<file path="src/rtl/core/particulate_frame_parser_unit_assert.svh">
// Assertion macros for the particulate frame parser RTL, used by pfp_frame_core.
// Each macro expects clk_i and rst_ni to be visible in the module that uses it.
`ifndef PARTICULATE_FRAME_PARSER_UNIT_ASSERT_SVH
`define PARTICULATE_FRAME_PARSER_UNIT_ASSERT_SVH

// Same-cycle implication, checked only outside reset.
`define PFP_ASSERT_IMPL(label, ante, cons) \
  label: assert property (@(posedge clk_i) disable iff (!rst_ni) (ante) |-> (cons)) \
    else $error("pfp assertion failed: same-cycle implication");

// Next-cycle implication, checked only outside reset.
`define PFP_ASSERT_NEXT(label, ante, cons) \
  label: assert property (@(posedge clk_i) disable iff (!rst_ni) (ante) |=> (cons)) \
    else $error("pfp assertion failed: next-cycle implication");

`endif

</file>
<file path="src/rtl/core/pfp_pkg.sv">
// Package for the particulate frame parser: payload widths, frame constants and types.
// No dependencies; all other RTL files but the assertion header use it by scoped names.
package pfp_pkg;

  localparam int unsigned ByteW  = 8;
  localparam int unsigned ReadW  = 16;
  localparam int unsigned PosW   = 4;

  // Frame layout: eleven bytes, header at 0 and 1, readings at 6..9, checksum at 10.
  localparam logic [PosW-1:0] PosHdr0    = 4'd0;
  localparam logic [PosW-1:0] PosHdr1    = 4'd1;
  localparam logic [PosW-1:0] PosFineHi  = 4'd6;
  localparam logic [PosW-1:0] PosFineLo  = 4'd7;
  localparam logic [PosW-1:0] PosCoarseHi = 4'd8;
  localparam logic [PosW-1:0] PosCoarseLo = 4'd9;
  localparam logic [PosW-1:0] PosLast    = 4'd10;

  localparam logic [ByteW-1:0] Hdr0Byte = 8'hFE;
  localparam logic [ByteW-1:0] Hdr1Byte = 8'hA5;

  typedef enum logic {
    KIND_BYTE  = 1'b0,
    KIND_FLUSH = 1'b1
  } kind_e;

  typedef enum logic {
    STATUS_GOOD     = 1'b0,
    STATUS_CHECKSUM = 1'b1
  } status_e;

  typedef struct packed {
    logic             kind;
    logic [ByteW-1:0] rx_byte;
  } item_t;

  typedef struct packed {
    logic             status;
    logic [ReadW-1:0] fine_reading;
    logic [ReadW-1:0] coarse_reading;
  } result_t;

endpackage

</file>
<file path="src/rtl/core/pfp_in_if.sv">
// Input channel interface of the particulate frame parser (valid/ready plus one item).
// Depends on pfp_pkg for the payload widths.
interface pfp_in_if;
  logic                      valid;
  logic                      ready;
  logic                      kind;
  logic [pfp_pkg::ByteW-1:0] rx_byte;

  modport source (output valid, output kind, output rx_byte, input ready);
  modport sink   (input valid, input kind, input rx_byte, output ready);
endinterface

</file>
<file path="src/rtl/core/pfp_out_if.sv">
// Result channel interface of the particulate frame parser (valid/ready plus one item).
// Depends on pfp_pkg for the payload widths.
interface pfp_out_if;
  logic                      valid;
  logic                      ready;
  logic                      status;
  logic [pfp_pkg::ReadW-1:0] fine_reading;
  logic [pfp_pkg::ReadW-1:0] coarse_reading;

  modport source (output valid, output status, output fine_reading, output coarse_reading,
                  input ready);
  modport sink   (input valid, input status, input fine_reading, input coarse_reading,
                  output ready);
endinterface

</file>
<file path="src/rtl/core/pfp_in_stage.sv">
// Input register of the particulate frame parser: holds one accepted item.
// Depends on pfp_pkg for the item type.
module pfp_in_stage (
  input  logic           clk_i,
  input  logic           rst_ni,
  input  logic           in_valid_i,
  input  pfp_pkg::item_t in_item_i,
  output logic           in_ready_o,
  input  logic           advance_i,
  output logic           vld_o,
  output pfp_pkg::item_t item_o
);

  logic           vld_q, vld_d;
  pfp_pkg::item_t item_q;
  logic           load;

  // The register frees up in the same cycle its item moves on.
  assign in_ready_o = !vld_q || advance_i;
  assign load       = in_valid_i && in_ready_o;

  always_comb begin
    vld_d = vld_q;
    if (load) begin
      vld_d = 1'b1;
    end else if (advance_i) begin
      vld_d = 1'b0;
    end
  end

  always_ff @(posedge clk_i or negedge rst_ni) begin
    if (!rst_ni) begin
      vld_q <= 1'b0;
    end else begin
      vld_q <= vld_d;
    end
  end

  always_ff @(posedge clk_i) begin
    if (load) begin
      item_q <= in_item_i;
    end
  end

  assign vld_o  = vld_q;
  assign item_o = item_q;

endmodule

</file>
<file path="src/rtl/core/pfp_frame_core.sv">
// Frame tracking of the particulate frame parser: position, header check, checksum, readings.
// Depends on pfp_pkg and on the assertion macro header.
`include "particulate_frame_parser_unit_assert.svh"

module pfp_frame_core (
  input  logic             clk_i,
  input  logic             rst_ni,
  input  logic             step_en_i,
  input  pfp_pkg::item_t   item_i,
  output logic             has_result_o,
  output pfp_pkg::result_t result_o
);

  logic [pfp_pkg::PosW-1:0]  pos_q, pos_d, pos_eff;
  logic [pfp_pkg::ByteW-1:0] sum_q, sum_d;
  logic                      hdr_q, hdr_d;
  logic [pfp_pkg::ReadW-1:0] fine_q, fine_d;
  logic [pfp_pkg::ReadW-1:0] coarse_q, coarse_d;
  logic                      flush;
  logic                      sum_ok;
  logic [pfp_pkg::ByteW-1:0] b;
  logic                      bad_sum_out;
  logic                      readings_zero;
  logic                      last_step;

  assign b       = item_i.rx_byte;
  assign flush   = (item_i.kind == pfp_pkg::KIND_FLUSH);
  // A position beyond the last byte cannot occur; it would count as a frame start.
  assign pos_eff = (pos_q > pfp_pkg::PosLast) ? pfp_pkg::PosHdr0 : pos_q;
  assign sum_ok  = (sum_q == b);

  assign has_result_o = !flush && (pos_eff == pfp_pkg::PosLast) && hdr_q;

  always_comb begin
    result_o.status         = sum_ok ? pfp_pkg::STATUS_GOOD : pfp_pkg::STATUS_CHECKSUM;
    result_o.fine_reading   = sum_ok ? fine_q : '0;
    result_o.coarse_reading = sum_ok ? coarse_q : '0;
  end

  always_comb begin
    pos_d    = pos_q;
    sum_d    = sum_q;
    hdr_d    = hdr_q;
    fine_d   = fine_q;
    coarse_d = coarse_q;
    if (step_en_i) begin
      if (flush) begin
        pos_d = pfp_pkg::PosHdr0;
      end else begin
        pos_d = (pos_eff == pfp_pkg::PosLast) ? pfp_pkg::PosHdr0
                                              : pos_eff + pfp_pkg::PosW'(1);
        if (pos_eff == pfp_pkg::PosHdr0) begin
          hdr_d = (b == pfp_pkg::Hdr0Byte);
          sum_d = '0;
        end else if (pos_eff != pfp_pkg::PosLast) begin
          sum_d = sum_q + b;
          unique case (pos_eff)
            pfp_pkg::PosHdr1:     hdr_d = hdr_q && (b == pfp_pkg::Hdr1Byte);
            pfp_pkg::PosFineHi:   fine_d = {b, fine_q[pfp_pkg::ByteW-1:0]};
            pfp_pkg::PosFineLo:   fine_d = {fine_q[pfp_pkg::ReadW-1:pfp_pkg::ByteW], b};
            pfp_pkg::PosCoarseHi: coarse_d = {b, coarse_q[pfp_pkg::ByteW-1:0]};
            pfp_pkg::PosCoarseLo: coarse_d = {coarse_q[pfp_pkg::ReadW-1:pfp_pkg::ByteW], b};
            default:              ;
          endcase
        end
      end
    end
  end

  always_ff @(posedge clk_i or negedge rst_ni) begin
    if (!rst_ni) begin
      pos_q    <= '0;
      sum_q    <= '0;
      hdr_q    <= 1'b0;
      fine_q   <= '0;
      coarse_q <= '0;
    end else begin
      pos_q    <= pos_d;
      sum_q    <= sum_d;
      hdr_q    <= hdr_d;
      fine_q   <= fine_d;
      coarse_q <= coarse_d;
    end
  end

  assign bad_sum_out   = has_result_o && (result_o.status == pfp_pkg::STATUS_CHECKSUM);
  assign readings_zero = (result_o.fine_reading == '0) && (result_o.coarse_reading == '0);
  assign last_step     = step_en_i && !flush && (pos_eff == pfp_pkg::PosLast);

  `PFP_ASSERT_IMPL(a_pos_in_range, 1'b1, pos_q <= pfp_pkg::PosLast)
  `PFP_ASSERT_NEXT(a_flush_restarts, step_en_i && flush, pos_q == pfp_pkg::PosHdr0)
  `PFP_ASSERT_IMPL(a_mismatch_zeroes, bad_sum_out, readings_zero)
  `PFP_ASSERT_NEXT(a_last_wraps, last_step, pos_q == pfp_pkg::PosHdr0)

endmodule

</file>
<file path="src/rtl/core/pfp_out_stage.sv">
// Result register of the particulate frame parser: holds one result until it is taken.
// Depends on pfp_pkg for the result type.
module pfp_out_stage (
  input  logic             clk_i,
  input  logic             rst_ni,
  input  logic             load_i,
  input  pfp_pkg::result_t result_i,
  output logic             can_take_o,
  output logic             out_valid_o,
  input  logic             out_ready_i,
  output pfp_pkg::result_t result_o
);

  logic             vld_q, vld_d;
  pfp_pkg::result_t res_q;

  assign can_take_o = !vld_q || out_ready_i;

  always_comb begin
    vld_d = vld_q;
    if (load_i) begin
      vld_d = 1'b1;
    end else if (out_ready_i) begin
      vld_d = 1'b0;
    end
  end

  always_ff @(posedge clk_i or negedge rst_ni) begin
    if (!rst_ni) begin
      vld_q <= 1'b0;
    end else begin
      vld_q <= vld_d;
    end
  end

  always_ff @(posedge clk_i) begin
    if (load_i) begin
      res_q <= result_i;
    end
  end

  assign out_valid_o = vld_q;
  assign result_o    = res_q;

endmodule

</file>
<file path="src/rtl/core/particulate_frame_parser_unit.sv">
// Particulate frame parser: one item per cycle sustained on the input channel.
// An accepted byte sits in the input register right after its accepting edge; when a
// frame's last byte moves on, its result is loaded into the result register (pfp_out_stage).
// Throughput: one item every cycle; the only limit is the downstream ready.
// Reset (rst_ni low, asynchronous): pipeline emptied, frame position, sum, header flag
// and readings all cleared, so the first byte after reset starts a frame.
//
// Structure. An input register (pfp_in_stage) takes each item. While the item sits there,
// pfp_frame_core decodes it against the frame position: byte 0 and byte 1 are checked
// against the header pattern, bytes 1 to 9 go into an 8-bit wrapping sum, and bytes 6 to 9
// are gathered into the two big-endian readings. On byte 10 with a good header the core
// offers one result, comparing the sum with the checksum byte. A flush item only sends the
// position back to zero. The result register (pfp_out_stage) holds a result until the sink
// takes it; the input register keeps taking items as long as its item can move on, so a
// waiting result stalls the pipe only when another result is due behind it.
module particulate_frame_parser_unit (
  input  logic      clk_i,
  input  logic      rst_ni,
  pfp_in_if.sink    in_i,
  pfp_out_if.source out_o
);

  pfp_pkg::item_t   in_item;
  pfp_pkg::item_t   s1_item;
  logic             s1_vld;
  logic             advance;
  logic             has_result;
  logic             out_can_take;
  pfp_pkg::result_t core_res;
  pfp_pkg::result_t out_res;

  assign in_item.kind    = in_i.kind;
  assign in_item.rx_byte = in_i.rx_byte;

  // An item that yields no result always moves on; one that yields a result needs room.
  assign advance = s1_vld && (!has_result || out_can_take);

  pfp_in_stage u_in_stage (
    .clk_i      (clk_i),
    .rst_ni     (rst_ni),
    .in_valid_i (in_i.valid),
    .in_item_i  (in_item),
    .in_ready_o (in_i.ready),
    .advance_i  (advance),
    .vld_o      (s1_vld),
    .item_o     (s1_item)
  );

  pfp_frame_core u_frame_core (
    .clk_i        (clk_i),
    .rst_ni       (rst_ni),
    .step_en_i    (advance),
    .item_i       (s1_item),
    .has_result_o (has_result),
    .result_o     (core_res)
  );

  pfp_out_stage u_out_stage (
    .clk_i       (clk_i),
    .rst_ni      (rst_ni),
    .load_i      (advance && has_result),
    .result_i    (core_res),
    .can_take_o  (out_can_take),
    .out_valid_o (out_o.valid),
    .out_ready_i (out_o.ready),
    .result_o    (out_res)
  );

  assign out_o.status         = out_res.status;
  assign out_o.fine_reading   = out_res.fine_reading;
  assign out_o.coarse_reading = out_res.coarse_reading;

endmodule

</file>
<file path="src/flat_wrapper.sv">
// flat-port wrapper written by rule: the top's interface ports become plain ports
module particulate_frame_parser_unit_flat 
  (clk_i, rst_ni, in_i_valid, in_i_kind, in_i_rx_byte, in_i_ready, out_o_valid, out_o_status, out_o_fine_reading, out_o_coarse_reading, out_o_ready);
  pfp_in_if in_i_i ();
  pfp_out_if out_o_i ();
  input  logic clk_i;
  input  logic rst_ni;
  input wire logic [$bits(in_i_i.valid)-1:0] in_i_valid;
  input wire logic [$bits(in_i_i.kind)-1:0] in_i_kind;
  input wire logic [$bits(in_i_i.rx_byte)-1:0] in_i_rx_byte;
  output wire logic [$bits(in_i_i.ready)-1:0] in_i_ready;
  output wire logic [$bits(out_o_i.valid)-1:0] out_o_valid;
  output wire logic [$bits(out_o_i.status)-1:0] out_o_status;
  output wire logic [$bits(out_o_i.fine_reading)-1:0] out_o_fine_reading;
  output wire logic [$bits(out_o_i.coarse_reading)-1:0] out_o_coarse_reading;
  input wire logic [$bits(out_o_i.ready)-1:0] out_o_ready;
  assign in_i_i.valid = in_i_valid;
  assign in_i_i.kind = in_i_kind;
  assign in_i_i.rx_byte = in_i_rx_byte;
  assign in_i_ready = in_i_i.ready;
  assign out_o_valid = out_o_i.valid;
  assign out_o_status = out_o_i.status;
  assign out_o_fine_reading = out_o_i.fine_reading;
  assign out_o_coarse_reading = out_o_i.coarse_reading;
  assign out_o_i.ready = out_o_ready;
  particulate_frame_parser_unit u_core (.clk_i(clk_i), .rst_ni(rst_ni), .in_i(in_i_i), .out_o(out_o_i));
endmodule
</file>
<file path="config.mk">
export PLATFORM = sky130hd
export DESIGN_NAME = particulate_frame_parser_unit_flat
export DESIGN_NICKNAME = d
export VERILOG_FILES = /design/src/rtl/core/pfp_pkg.sv /design/src/rtl/core/pfp_in_if.sv /design/src/rtl/core/pfp_out_if.sv /design/src/rtl/core/pfp_in_stage.sv /design/src/rtl/core/pfp_frame_core.sv /design/src/rtl/core/pfp_out_stage.sv /design/src/rtl/core/particulate_frame_parser_unit.sv /design/src/flat_wrapper.sv
export VERILOG_INCLUDE_DIRS = /design/src /design/src/rtl/core
export SDC_FILE = /design/constraint.sdc
export NUM_CORES = 1
export LEC_CHECK = 0
export BUFFER_PORTS_ARGS = -buffer_cell sky130_fd_sc_hd__buf_2
export CORE_UTILIZATION = 40
export DETAILED_ROUTE_END_ITERATION = 8
export SYNTH_ARGS = -nofsm -noshare
export SYNTH_HDL_FRONTEND = slang
export SYNTH_SLANG_ARGS = --single-unit
</file>
<file path="constraint.sdc">
create_clock -name clk_i -period 3.35 [get_ports clk_i]
set_input_delay 0.5025 -clock clk_i [delete_from_list [all_inputs] [get_ports clk_i]]
set_output_delay 0.5025 -clock clk_i [all_outputs]
set_load 0.03 [all_outputs]
</file>
* Word-level counts from Yosys, hierarchy flattened
Cells that the tools add are included.
W data, S select, Z words.
** Word-level totals
- Latch bits :: 0
- Input bits :: 13
- Register bits after elaboration :: 89
- Memory bits (read-only) :: 0
- Output and inout bits :: 35
- Memories kept :: 0
- Word-level logic and storage cells :: 72
- Memory bits (writable) :: 0
** Cells by class
- Reduce and logical (&&, ||, !) cells :: 24
- Multiply operators :: 0
- Equality and inequality tests :: 10
- Add/sub/neg operators :: 2
- Bitwise logic cells :: 6
- $lt $le $gt $ge :: 1
- Divide/modulo/power cells :: 0
- Shift-type cells :: 0
- Mux-type cells :: 15
** Operator list (count)
- $pmux W16 S2 :: 2
- $reduce_and A6 Y1 :: 4
- $eq A8 B8 Y1 const B :: 2
- $mux W8 :: 2
- $eq A4 B4 Y1 const B :: 3
- $mux W4 :: 3
- $add A8 B8 Y8 :: 1
- $eq A4 B3 Y1 const B :: 2
- $eq A8 B8 Y1 :: 1
- $mux W1 :: 8
- $reduce_bool A2 Y1 :: 4
- $logic_and A1 B1 Y1 :: 6
- $not A1 Y1 :: 6
- $add A4 B1 Y4 const B :: 1
- $eq A4 B1 Y1 const B :: 1
- $gt A4 B4 Y1 const B :: 1
- $logic_not A1 Y1 :: 4
- $logic_not A4 Y1 :: 1
- $ne A4 B4 Y1 const B :: 1
- $reduce_and A4 Y1 :: 1
- $logic_or A1 B1 Y1 :: 3
- $reduce_and A3 Y1 :: 1

* Depth between registers and ports, before layout
Gate-level depths: netlist of run 1.
- Depth in word-level cells :: 11
- Depth in mapped cells :: 7

* By module
A second synthesis of run 1 with hierarchy kept.
** Unflattened totals
- Cells, all modules :: 295
- Area, all modules :: 3870.0 um2
** By module, submodules not included
- pfp_frame_core :: area each 2488.6 um2, instances 1, cells an instance 243, seq. area each 1126.1 um2
- pfp_out_stage :: area each 1038.5 um2, instances 1, cells an instance 36, seq. area each 1016.0 um2
- pfp_in_stage :: area each 324.1 um2, instances 1, cells an instance 13, seq. area each 295.3 um2
- particulate_frame_parser_unit :: area each 18.8 um2, instances 1, cells an instance 3, seq. area each 0.0 um2

* Worst setup path before layout of run 1
Ideal clock, no wire load.
- Path kind :: reg-to-reg
- Start :: register u_core.u_frame_core.pos_q[0] (netlist name)
- End :: register u_core.u_out_stage.res_q, in the netlist u_core.u_out_stage.result_o[0], enable pin
- Slack :: 0.512 ns
- Arrival :: 2.415 ns
- Required time :: 2.927 ns
- Library setup time :: 0.423 ns
- Stages on the path, launching flop included :: 4
- Cell sequence :: dfrtp_1 -> nand4bb_4 -> or3_4 -> nor2_1
** Between the ends
- Word-level cells in the longest chain between the ends :: 9
** Ends and longest elaborated chain
- start, declared :: line pfp_frame_core.sv:14 : logic [pfp_pkg::PosW-1:0] pos_q, pos_d, pos_eff;
- start signal, assigned :: line pfp_frame_core.sv:78 : pos_q <= pos_d;
- $gt A4 B4 Y1 :: line pfp_frame_core.sv:29 : assign pos_eff = (pos_q > pfp_pkg::PosLast) ? pfp_pkg::PosHdr0 : pos_q;
- $mux W4 * :: line pfp_frame_core.sv:29
- $eq A4 B4 Y1 *
- $logic_and A1 B1 Y1 * (2 in series) :: line pfp_frame_core.sv:32 : assign has_result_o = !flush && (pos_eff == pfp_pkg::PosLast) && hdr_q;
- $logic_not A1 Y1 :: line particulate_frame_parser_unit.sv:36 : assign advance = s1_vld && (!has_result || out_can_take);
- $logic_or A1 B1 Y1 :: line particulate_frame_parser_unit.sv:36
- $logic_and A1 B1 Y1 :: line particulate_frame_parser_unit.sv:36
- $logic_and A1 B1 Y1 * :: line particulate_frame_parser_unit.sv:61 : .load_i (advance && has_result),
- named net u_core.u_out_stage.load_i :: line pfp_out_stage.sv:6 : input logic load_i,
- end signal, assigned :: line pfp_out_stage.sv:38 : res_q <= result_i;
- end, declared :: line pfp_out_stage.sv:15 : pfp_pkg::result_t res_q;
The timed path passes the listed nets; every way through them passes the cells marked *.
A chain may end at the register's enable or synchronous reset.

* Final worst setup path of run 1
- Start :: register u_core.u_frame_core.pos_q[0] (netlist name)
- End :: output port in_i_ready
** Between the ends
- Word-level cells in the longest chain between the ends :: 9
** Ends and longest elaborated chain
- $gt A4 B4 Y1 :: line pfp_frame_core.sv:29
- $mux W4 * :: line pfp_frame_core.sv:29
- $eq A4 B4 Y1 *
- $logic_and A1 B1 Y1 * (2 in series) :: line pfp_frame_core.sv:32
- $logic_not A1 Y1 * :: line particulate_frame_parser_unit.sv:36
- $logic_or A1 B1 Y1 * :: line particulate_frame_parser_unit.sv:36
- $logic_and A1 B1 Y1 * :: line particulate_frame_parser_unit.sv:36
- $logic_or A1 B1 Y1 * :: line pfp_in_stage.sv:19 : assign in_ready_o = !vld_q || advance_i;
- end, declared :: line flat_wrapper.sv:11 : output wire logic [$bits(in_i_i.ready)-1:0] in_i_ready;
Every way passes the cells marked *; elsewhere a longest branch is shown, timed or not.

==> impl_metrics.json, run 1 <==
{
  "status": "finished, final reports clean",
  "ctsLongestPathBuffers": 2,
  "cts_setup_buffers": 0,
  "endpoint": "in_i_ready",
  "critPathMaxStageDelay_ps": 580,
  "antenna_found_initial": 0,
  "core.rowCount": 35,
  "path_max_fanout": 14,
  "clkLatencyLatePin_ps": 350,
  "cts.clk_slew.worst_paths_ps": 100,
  "fp.coreArea_mm2": 0.00942,
  "grt_pass1_vias": 2292,
  "utilization_pct": 48.1,
  "cts_root_buf": "clkbuf_8",
  "r2r_end": "u_core.u_frame_core.sum_q[6]",
  "wire_per_inst_um": 14.6,
  "syn_area_per_cell_um2": 12.9,
  "hold_buffers": 0,
  "hold_path.class": "in2async",
  "critical_path_buf_inv_count": 1,
  "syn_inst": 307,
  "cp.depth": 4,
  "grt_util_all_layers_pct": 15.4,
  "ant_nets": 0,
  "dieArea_mm2": 0.0103,
  "die_y_um": 101,
  "postPlaceCellArea_mm2": 0.00430,
  "drt_first_pass_iters": 5,
  "cts_resized": 0,
  "synthArstFlopShare_pct": 52.8,
  "clock-sinks": 89,
  "r2r_slack_ps": 1020,
  "maxCapViolCount": 0,
  "synth-seq-area-share_pct": 61.8,
  "setup_ws_ps": 664,
  "fin_skew_ps": 10.0,
  "synth.area.top_cells": "edfxtp_1, dfrtp_1, and2_1",
  "io_pins": 48,
  "r2r_cells": 7,
  "power.leakage_nw": 1.86,
  "pre_cts_ws_ps": 1050,
  "synthDistinctLibCells": 55,
  "ys_warn_count": 0,
  "cp-end-kind": "output pin",
  "reg2reg_from": "u_core.u_in_stage.item_o[0]",
  "final_max_slew_viol_count": 0,
  "cts_tree": "built",
  "antenna_cells": 0,
  "fmax_mhz": 372,
  "worst_pin_slew_ps": 739,
  "synth_edf_count": 42,
  "avgViaCountPerCell": 4.98,
  "drc": 0,
  "cts_buffers": 9,
  "power.total_mw": 2.64,
  "crit_start": "u_core.u_frame_core.pos_q[0]",
  "instances_no_fill": 489,
  "nets": 376,
  "postLayoutCellArea_mm2": 0.00453,
  "yosysTopAreaCellShare_pct": 32.0,
  "gp_congestion": 0.805,
  "crit_top_cell": "or3_4",
  "worstSetupStartpointType": "flip-flop",
  "initial_core_util_pct": 41.9,
  "fin_crit_ps": 2690,
  "synth-seq-cells": 89,
  "cp_cell_sequence": "nand4bb_4 > or3_4 > or3_4 > buf_2",
  "area_growth_syn_to_layout_pct": 14.7,
  "crit_path_top_delay_cell": "dfrtp_1",
  "place_hpwl_mm": 4.69,
  "ys.flop_type": "dfrtp_1",
  "die_x_um": 101,
  "criticalPathCategory": "reg2out",
  "numPlacedInstances": 473,
  "grt_overflow": 0,
  "power_density_mw_per_mm2": 583,
  "final_cell_mix": "buf_2, dfrtp_1, nand2_1, edfxtp_1, and2_1",
  "synth_nets": 328,
  "ir_drop_mv": 0.265,
  "drt_iter0_markers": 94,
  "setup_violations": 0,
  "holdWs_ps": 199,
  "worstPathRequired_ps": 2850,
  "syn_area_mm2": 0.00395,
  "path_delay_family": "simple AND/OR/NAND/NOR gates",
  "hold_viol": 0,
  "setup_tns_ps": 0,
  "grt_max_degree": 34,
  "min_period_over_period_pct": 80.2,
  "htree_levels": 3,
  "vias": 2436,
  "drt_wl_total_mm": 7.16,
  "relSlewSlack_pct": 50.7,
  "io_buffers": 47,
  "grt_pass1_wl_mm": 11.7,
  "drive_gt1_share_pct": 25.6,
  "cp.arrival_ps": 2180,
  "rsz0062_at_grt": "no",
  "yosysTopAreaCell": "edfxtp_1"
}
-- registers in the layout, summed over array words and instances (netlist names), 4 cells and up --
register and cells:
u_core.u_frame_core.fine_q 16, u_core.u_out_stage.result_o 33, u_core.u_in_stage.item_o 9, u_core.u_frame_core.coarse_q 16, u_core.u_frame_core.sum_q 8, u_core.u_frame_core.pos_q 4
-- Yosys cell counts, drive strengths merged, types with 4 or more instances --
cell    count
dfrtp      47
ha          7
or3         7
edfxtp     42
nor2       10
nand2b      4
inv         4
a21oi       7
a211oi      5
mux2       16
o21ai      10
clkbuf      5
nand2      42
nand3      20
and2       33
buf         8
-- cells by family (layout without fill, tap and decap cells) --
group	count (synthesis)	after routing	share of synthesized area [%]
xor gates and xnor gates	4	4	0.888
adders and majority gates	8	8	2.73
buffers and inverters	17	70	2.31
muxes	16	16	5.33
AOI/OAI and AO/OA	41	41	7.48
and+or+nand+nor	132	132	19.5
DFF	89	89	61.8
-- layer usage --
metal / global-route usage [%] / vias to the layer above / share of wire (%)
met5: 0 / - / 0
met2: 24.3 / 62 / 47
li1: - / 1197 / -
met3: 2.69 / 8 / 3.7
met1: 21.2 / 1169 / 48
met4: 6.02 / 0 / 1.2
-- power by group --
part	total, mW	internal, mW	switching, mW
combinational	0.460	0.204	0.256
clock	0.826	0.429	0.396
sequential	1.35	1.24	0.108
-- worst min-delay path by stage --
stage                                          start  cells after the start                          endpoint  slack, ps
floorplan                                     rst_ni                      0   u_core.u_frame_core.coarse_q[0]        210
global placement    u_core.u_frame_core.coarse_q[12]                      2  u_core.u_frame_core.coarse_q[12]        450
detailed placement    u_core.u_frame_core.fine_q[11]                      2    u_core.u_frame_core.fine_q[11]        450
CTS                                           rst_ni                      1     u_core.u_frame_core.fine_q[6]        220
global route                                  rst_ni                      1     u_core.u_frame_core.fine_q[6]        260
finish                                        rst_ni                      1     u_core.u_frame_core.fine_q[6]        200
-- final cells by class --
cell class                      count  area, µm²
Fill cell                         873       4890
Multi-Input combinational cell    201       1430
Sequential cell                    89       2440
Tap cell                          129        161
Clock inverter                      7        103
Clock buffer                        9        124
Timing Repair Buffer               50        258
Inverter                            4       15.0
No activity file was read; power rests on OpenSTA's default activity.
==> inputs of run 2 (changes only) <==
- clock period: 3.35 -> 2.6 ns (I/O delays scaled with it)
==> run 2 against run 1 <==
  * Sequential cell count is the same
  * Utilization is 0.49 points higher
  * Critical path depth is the same
  * Global-route usage is 0.94 points higher
  * Critical path type unchanged
==> impl_metrics.json, run 2 (synthesized netlist as in run 1, its figures left out) <==
{
  "antenna_cells": 0,
  "drc": 0,
  "p_clk_share_pct": 29.1,
  "criticalPathCategory": "reg2out",
  "die_y_um": 101,
  "cp.arrival_ps": 2140,
  "worstSetupStartpointType": "flip-flop",
  "clkLatencyLatePin_ps": 350,
  "grt_pass1_vias": 2500,
  "status": "finished, final reports clean",
  "drt_first_pass_iters": 7,
  "dieArea_mm2": 0.0103,
  "setup_tns_ps": 0,
  "die_x_um": 101,
  "path_max_fanout": 11,
  "relSlewSlack_pct": 63.9,
  "io_buffers": 47,
  "cp_cell_sequence": "nand4bb_4 > or3_4 > or3_4 > buf_2",
  "swShare_pct": 29.6,
  "path_delay_family": "simple AND/OR/NAND/NOR gates",
  "largest_register_ff_count": 33,
  "grt_pass1_wl_mm": 12.5,
  "fin_skew_ps": 10.5,
  "drive_gt1_share_pct": 26.4,
  "cts_root_buf": "clkbuf_8",
  "area_growth_syn_to_layout_pct": 15.9,
  "io_pins": 48,
  "vias": 2507,
  "final_cell_mix": "buf_2, dfrtp_1, nand2_1, edfxtp_1, and2_1",
  "avgViaCountPerCell": 5.05,
  "ctsLongestPathBuffers": 2,
  "ir_drop_mv": 0.346,
  "ant_nets": 0,
  "cp-end-kind": "output pin",
  "critical_path_buf_inv_count": 1,
  "min_period_over_period_pct": 97.2,
  "r2r_slack_ps": 300,
  "fp.coreArea_mm2": 0.00942,
  "drt_wl_total_mm": 7.49,
  "grt_overflow": 0,
  "pwr-share-comb_pct": 19.0,
  "crit_path_top_delay_cell": "dfrtp_1",
  "place_hpwl_mm": 5.12,
  "power.total_mw": 3.32,
  "switching_power_mw": 0.983,
  "worstPathRequired_ps": 2210,
  "gp_congestion": 0.821,
  "hold_path.class": "in2reg",
  "cts_buffers": 9,
  "worst_pin_slew_ps": 542,
  "seq_power_share_pct": 52.0,
  "internal_power_mw": 2.34,
  "power.leakage_nw": 1.88,
  "maxCapViolCount": 0,
  "htree_levels": 3,
  "setup_violations": 0,
  "nets": 383,
  "cts.clk_slew.worst_paths_ps": 90,
  "core.rowCount": 35,
  "holdWs_ps": 207,
  "clock-sinks": 89,
  "initial_core_util_pct": 41.9,
  "grt_max_degree": 38,
  "fmax_mhz": 396,
  "final_max_slew_viol_count": 0,
  "antenna_found_initial": 0,
  "crit_top_cell": "or3_4",
  "power_density_mw_per_mm2": 726,
  "grt_util_all_layers_pct": 16.3,
  "cts_setup_buffers": 0,
  "critPathMaxStageDelay_ps": 530,
  "drt_iter0_markers": 93,
  "cts_tree": "built",
  "fin_crit_ps": 2530,
  "hold_viol": 0,
  "wire_per_inst_um": 15.1,
  "rsz0062_at_grt": "no"
}
==> run 2: per-stage QoR <==
step           instance area (µm²)  worst slack [ps]  util, %  instances
2_1_floorplan                 3950               306        -        307
3_3_place_gp                  4360               322     46.3        479
3_5_place_dp                  4360               338     46.3        479
4_1_cts                       4570              62.9     48.6        496
5_1_grt                       4570              5.53     48.6        496
6_report                      4570              73.4     48.6        496
==> run 2: final cells by class <==
type | instances | area [µm²]
fill | 845 | 4840
clock inverter | 6 | 77.6
multi-input combinational | 201 | 1430
clock buffer | 10 | 128
sequential | 89 | 2440
timing repair buffer | 57 | 325
tap | 129 | 161
inverter | 4 | 15.0
==> run 2: final timing paths <==
kind,depth (start not counted),from,to
max,4,u_core.u_frame_core.pos_q[2],in_i_ready
min,1,in_i_rx_byte[4],u_core.u_in_stage.item_o[4]
max reg2reg,7,u_core.u_in_stage.item_o[0],u_core.u_frame_core.sum_q[6]
min reg2reg,2,u_core.u_frame_core.coarse_q[9],u_core.u_frame_core.coarse_q[9]
max in group asynchronous,3,rst_ni,u_core.u_frame_core.coarse_q[15]
min in group asynchronous,2,rst_ni,u_core.u_frame_core.fine_q[13]
==> run 2: power groups by stage <==
| stage | logic, mW | registers (mW) | clock network [mW] |
|---|---|---|---|
| after floorplan | 0.506 | 1.71 | 0 |
| after global placement | 0.623 | 1.75 | 0 |
| after detailed placement | 0.634 | 1.75 | 0 |
| after CTS | 0.638 | 1.72 | 0.984 |
| after global routing | 0.718 | 1.74 | 1.04 |
| final | 0.630 | 1.72 | 0.965 |
==> run 2: per-layer routing <==
metal	wire length [µm]	track usage, %
met5	0	0
met4	101	6.35
met3	263	4.07
met2	3650	26.2
met1	3480	21.3
==> run 2: timing repair <==
item,in CTS,in global routing
gates resized for setup,0,0
hold buffers,1,0
endpoints found under the hold margin,10,0
==> inputs of run 3 (changes only) <==
- SYNTH_HIERARCHICAL: unset -> 1
==> run 3 against run 2 <==
  * Clock skew increased by 3.0 ps
  * Maximum frequency increased by 4.7%
  * Via count decreased by 2.1%
  * Die area decreased by 1.9%
  * Critical path type unchanged
  * Combinational power increased by 33%
  * Sequential power increased by 3%
  * Utilization increased by 0.74 points
  * Wire length decreased by 0.29%
  * Area after synthesis decreased by 1.9%
  * Final area increased by 0.57%
==> impl_metrics.json, run 3 <==
{
  "cts.clk_slew.worst_paths_ps": 90,
  "drt_wl_total_mm": 7.47,
  "ir_drop_mv": 0.345,
  "syn_area_per_cell_um2": 13.1,
  "synthDistinctLibCells": 56,
  "fin_crit_ps": 2410,
  "clock-sinks": 89,
  "synth-seq-area-share_pct": 63.0,
  "synth_edf_count": 42,
  "ctsLongestPathBuffers": 2,
  "fin_skew_ps": 13.5,
  "synthMostInstantiatedCell": "dfrtp_1",
  "setup_ws_ps": 186,
  "holdWs_ps": 212,
  "antenna_found_initial": 0,
  "place_hpwl_mm": 5.08,
  "power.total_mw": 3.68,
  "syn_area_mm2": 0.00387,
  "synthArstFlopShare_pct": 52.8,
  "worst_pin_slew_ps": 499,
  "multiInputGateArea_mm2": 0.00135,
  "drc": 0,
  "drt_first_pass_iters": 4,
  "gp_congestion": 0.879,
  "met1_usage_pct": 22.0,
  "io_pins": 48,
  "instances_no_fill": 495,
  "power_density_mw_per_mm2": 801,
  "grt_util_all_layers_pct": 16.0,
  "grt_util_met3_pct": 3.62,
  "final_max_slew_viol_count": 0,
  "criticalPathCategory": "reg2out",
  "synth_nets": 316,
  "fp.coreArea_mm2": 0.00933,
  "ys_warn_count": 6,
  "synth.area.top_cells": "edfxtp_1, dfrtp_1, and2_1",
  "fill_cells": 851,
  "ys_top_cells_by_count": "dfrtp_1, edfxtp_1, and2_1",
  "status": "finished, final reports clean",
  "hold_path.class": "in2reg",
  "antenna_cells": 0,
  "pre_cts_ws_ps": -143,
  "maxCapViolCount": 0,
  "top_usage_layer": "met2",
  "avgViaCountPerCell": 4.96,
  "drive_gt1_share_pct": 30.3,
  "grtUsageMet2_pct": 25.3,
  "worstSetupStartpointType": "flip-flop",
  "power.leakage_nw": 2.01,
  "worstPathRequired_ps": 2210,
  "cp-end-kind": "output pin",
  "relSlewSlack_pct": 66.4,
  "die_x_um": 100,
  "htree_levels": 3,
  "hold_viol": 0,
  "numPlacedInstances": 474,
  "wire_per_inst_um": 15.1,
  "fmax_mhz": 414,
  "rsz0062_at_grt": "no",
  "setup_tns_ps": 0,
  "initial_core_util_pct": 41.5,
  "ant_nets": 0,
  "regArea_mm2": 0.00244,
  "path_max_fanout": 9,
  "syn_inst": 295,
  "final_cell_mix": "buf_2, dfrtp_1, edfxtp_1",
  "setup_violations": 0,
  "largest_register_ff_count": 33,
  "yosysTopAreaCellShare_pct": 32.6,
  "ys.flop_type": "dfrtp_1",
  "yosysTopAreaCell": "edfxtp_1",
  "grt_max_degree": 35,
  "clkLatencyLatePin_ps": 350,
  "vias": 2454,
  "grt_pass1_vias": 2401,
  "io_buffers": 47,
  "cp.arrival_ps": 2020,
  "die_y_um": 100,
  "grt_pass1_wl_mm": 12.3,
  "drt_iter0_markers": 110,
  "dieArea_mm2": 0.0101,
  "area_growth_syn_to_layout_pct": 18.8,
  "min_period_over_period_pct": 92.8,
  "core.rowCount": 35,
  "cts_root_buf": "clkbuf_8",
  "cts_buffers": 9,
  "nets": 382,
  "cts_tree": "built",
  "synth-seq-cells": 89,
  "grt_overflow": 0
}
-- run 3: cell types whose count changed after synthesis, moves of 7 or more --
cell,before,now
nand3_1,18,2
nand2_1,42,29
o21ai_0,3,16
mux2_2,0,11
inv_1,3,11
mux2_1,8,1
-- run 3: per-layer routing --
layer / wire (µm) / up-vias
li1: - / 1195
met1: 3640 / 1180
met2: 3490 / 71
met3: 257 / 8
met4: 86 / 0
met5: 0 / -
-- run 3: where the power goes --
group,internal (mW),switching [mW],leakage [nW]
clock network,0.558,0.510,0.113
registers,1.66,0.121,0.982
logic,0.401,0.439,0.919
total,2.61,1.07,2.01
-- run 3: critical path, stage by stage (launching register included) --
cell and delay (ps):
dfrtp_1 440, inv_1 120, nor2_2 160, nand2_1 90, nor3b_1 250, a21boi_1 110, buf_4 180, nand2b_4 150
buf_2 170
-- run 3: final timing paths --
kind                                                     start                              end  slack [ps]  cells after the start
worst min-delay path                           in_i_rx_byte[2]      u_core/u_in_stage/item_o[2]         210                      1
worst max-delay path              u_core/u_frame_core/pos_q[1]                       in_i_ready         190                      8
min in group asynchronous                               rst_ni    u_core/u_frame_core/fine_q[1]         470                      2
max in group asynchronous                               rst_ni   u_core/u_frame_core/fine_q[12]        1530                      3
worst min register to register  u_core/u_frame_core/fine_q[12]   u_core/u_frame_core/fine_q[12]         480                      2
worst max register to register    u_core/u_frame_core/pos_q[1]  u_core/u_frame_core/coarse_q[6]         220                      9
-- run 3: repair_timing --
action / in CTS / in global routing
hold buffers: 1 / 0
gates resized for setup: 1 / 1
gates cloned: 0 / 0
pin swaps: 0 / 2
endpoints found under the hold margin: 12 / 0
setup endpoints to repair: 11 / 18
setup buffers: 0 / 4
-- run 3: cell families (layout without fill, tap and decap cells) --
logic type,Yosys count,after routing,synth area share (%)
AOI/OAI and AO/OA,55,55,9.80
xor gates and xnor gates,3,3,0.679
adders and majority gates,8,8,2.78
buffers and inverters,23,94,2.52
DFF,89,89,63.0
muxes,21,21,6.85
and+or+nand+nor,96,96,14.4
-- run 3: layout make-up --
cell class | count | area share [%]
Inverter | 13 | 1.06
Clock buffer | 10 | 2.77
Clock inverter | 6 | 2.12
Sequential cell | 89 | 53.0
Multi-Input combinational cell | 183 | 29.4
Timing Repair Buffer | 65 | 8.11
Tap cell | 129 | 3.51
-- run 3: metrics by stage --
step	utilization [%]	cell area [µm²]
after floorplan	-	3870
after global placement	46.4	4320
after detailed placement	46.4	4320
after CTS	49.0	4570
after global routing	49.3	4600
final	49.3	4600
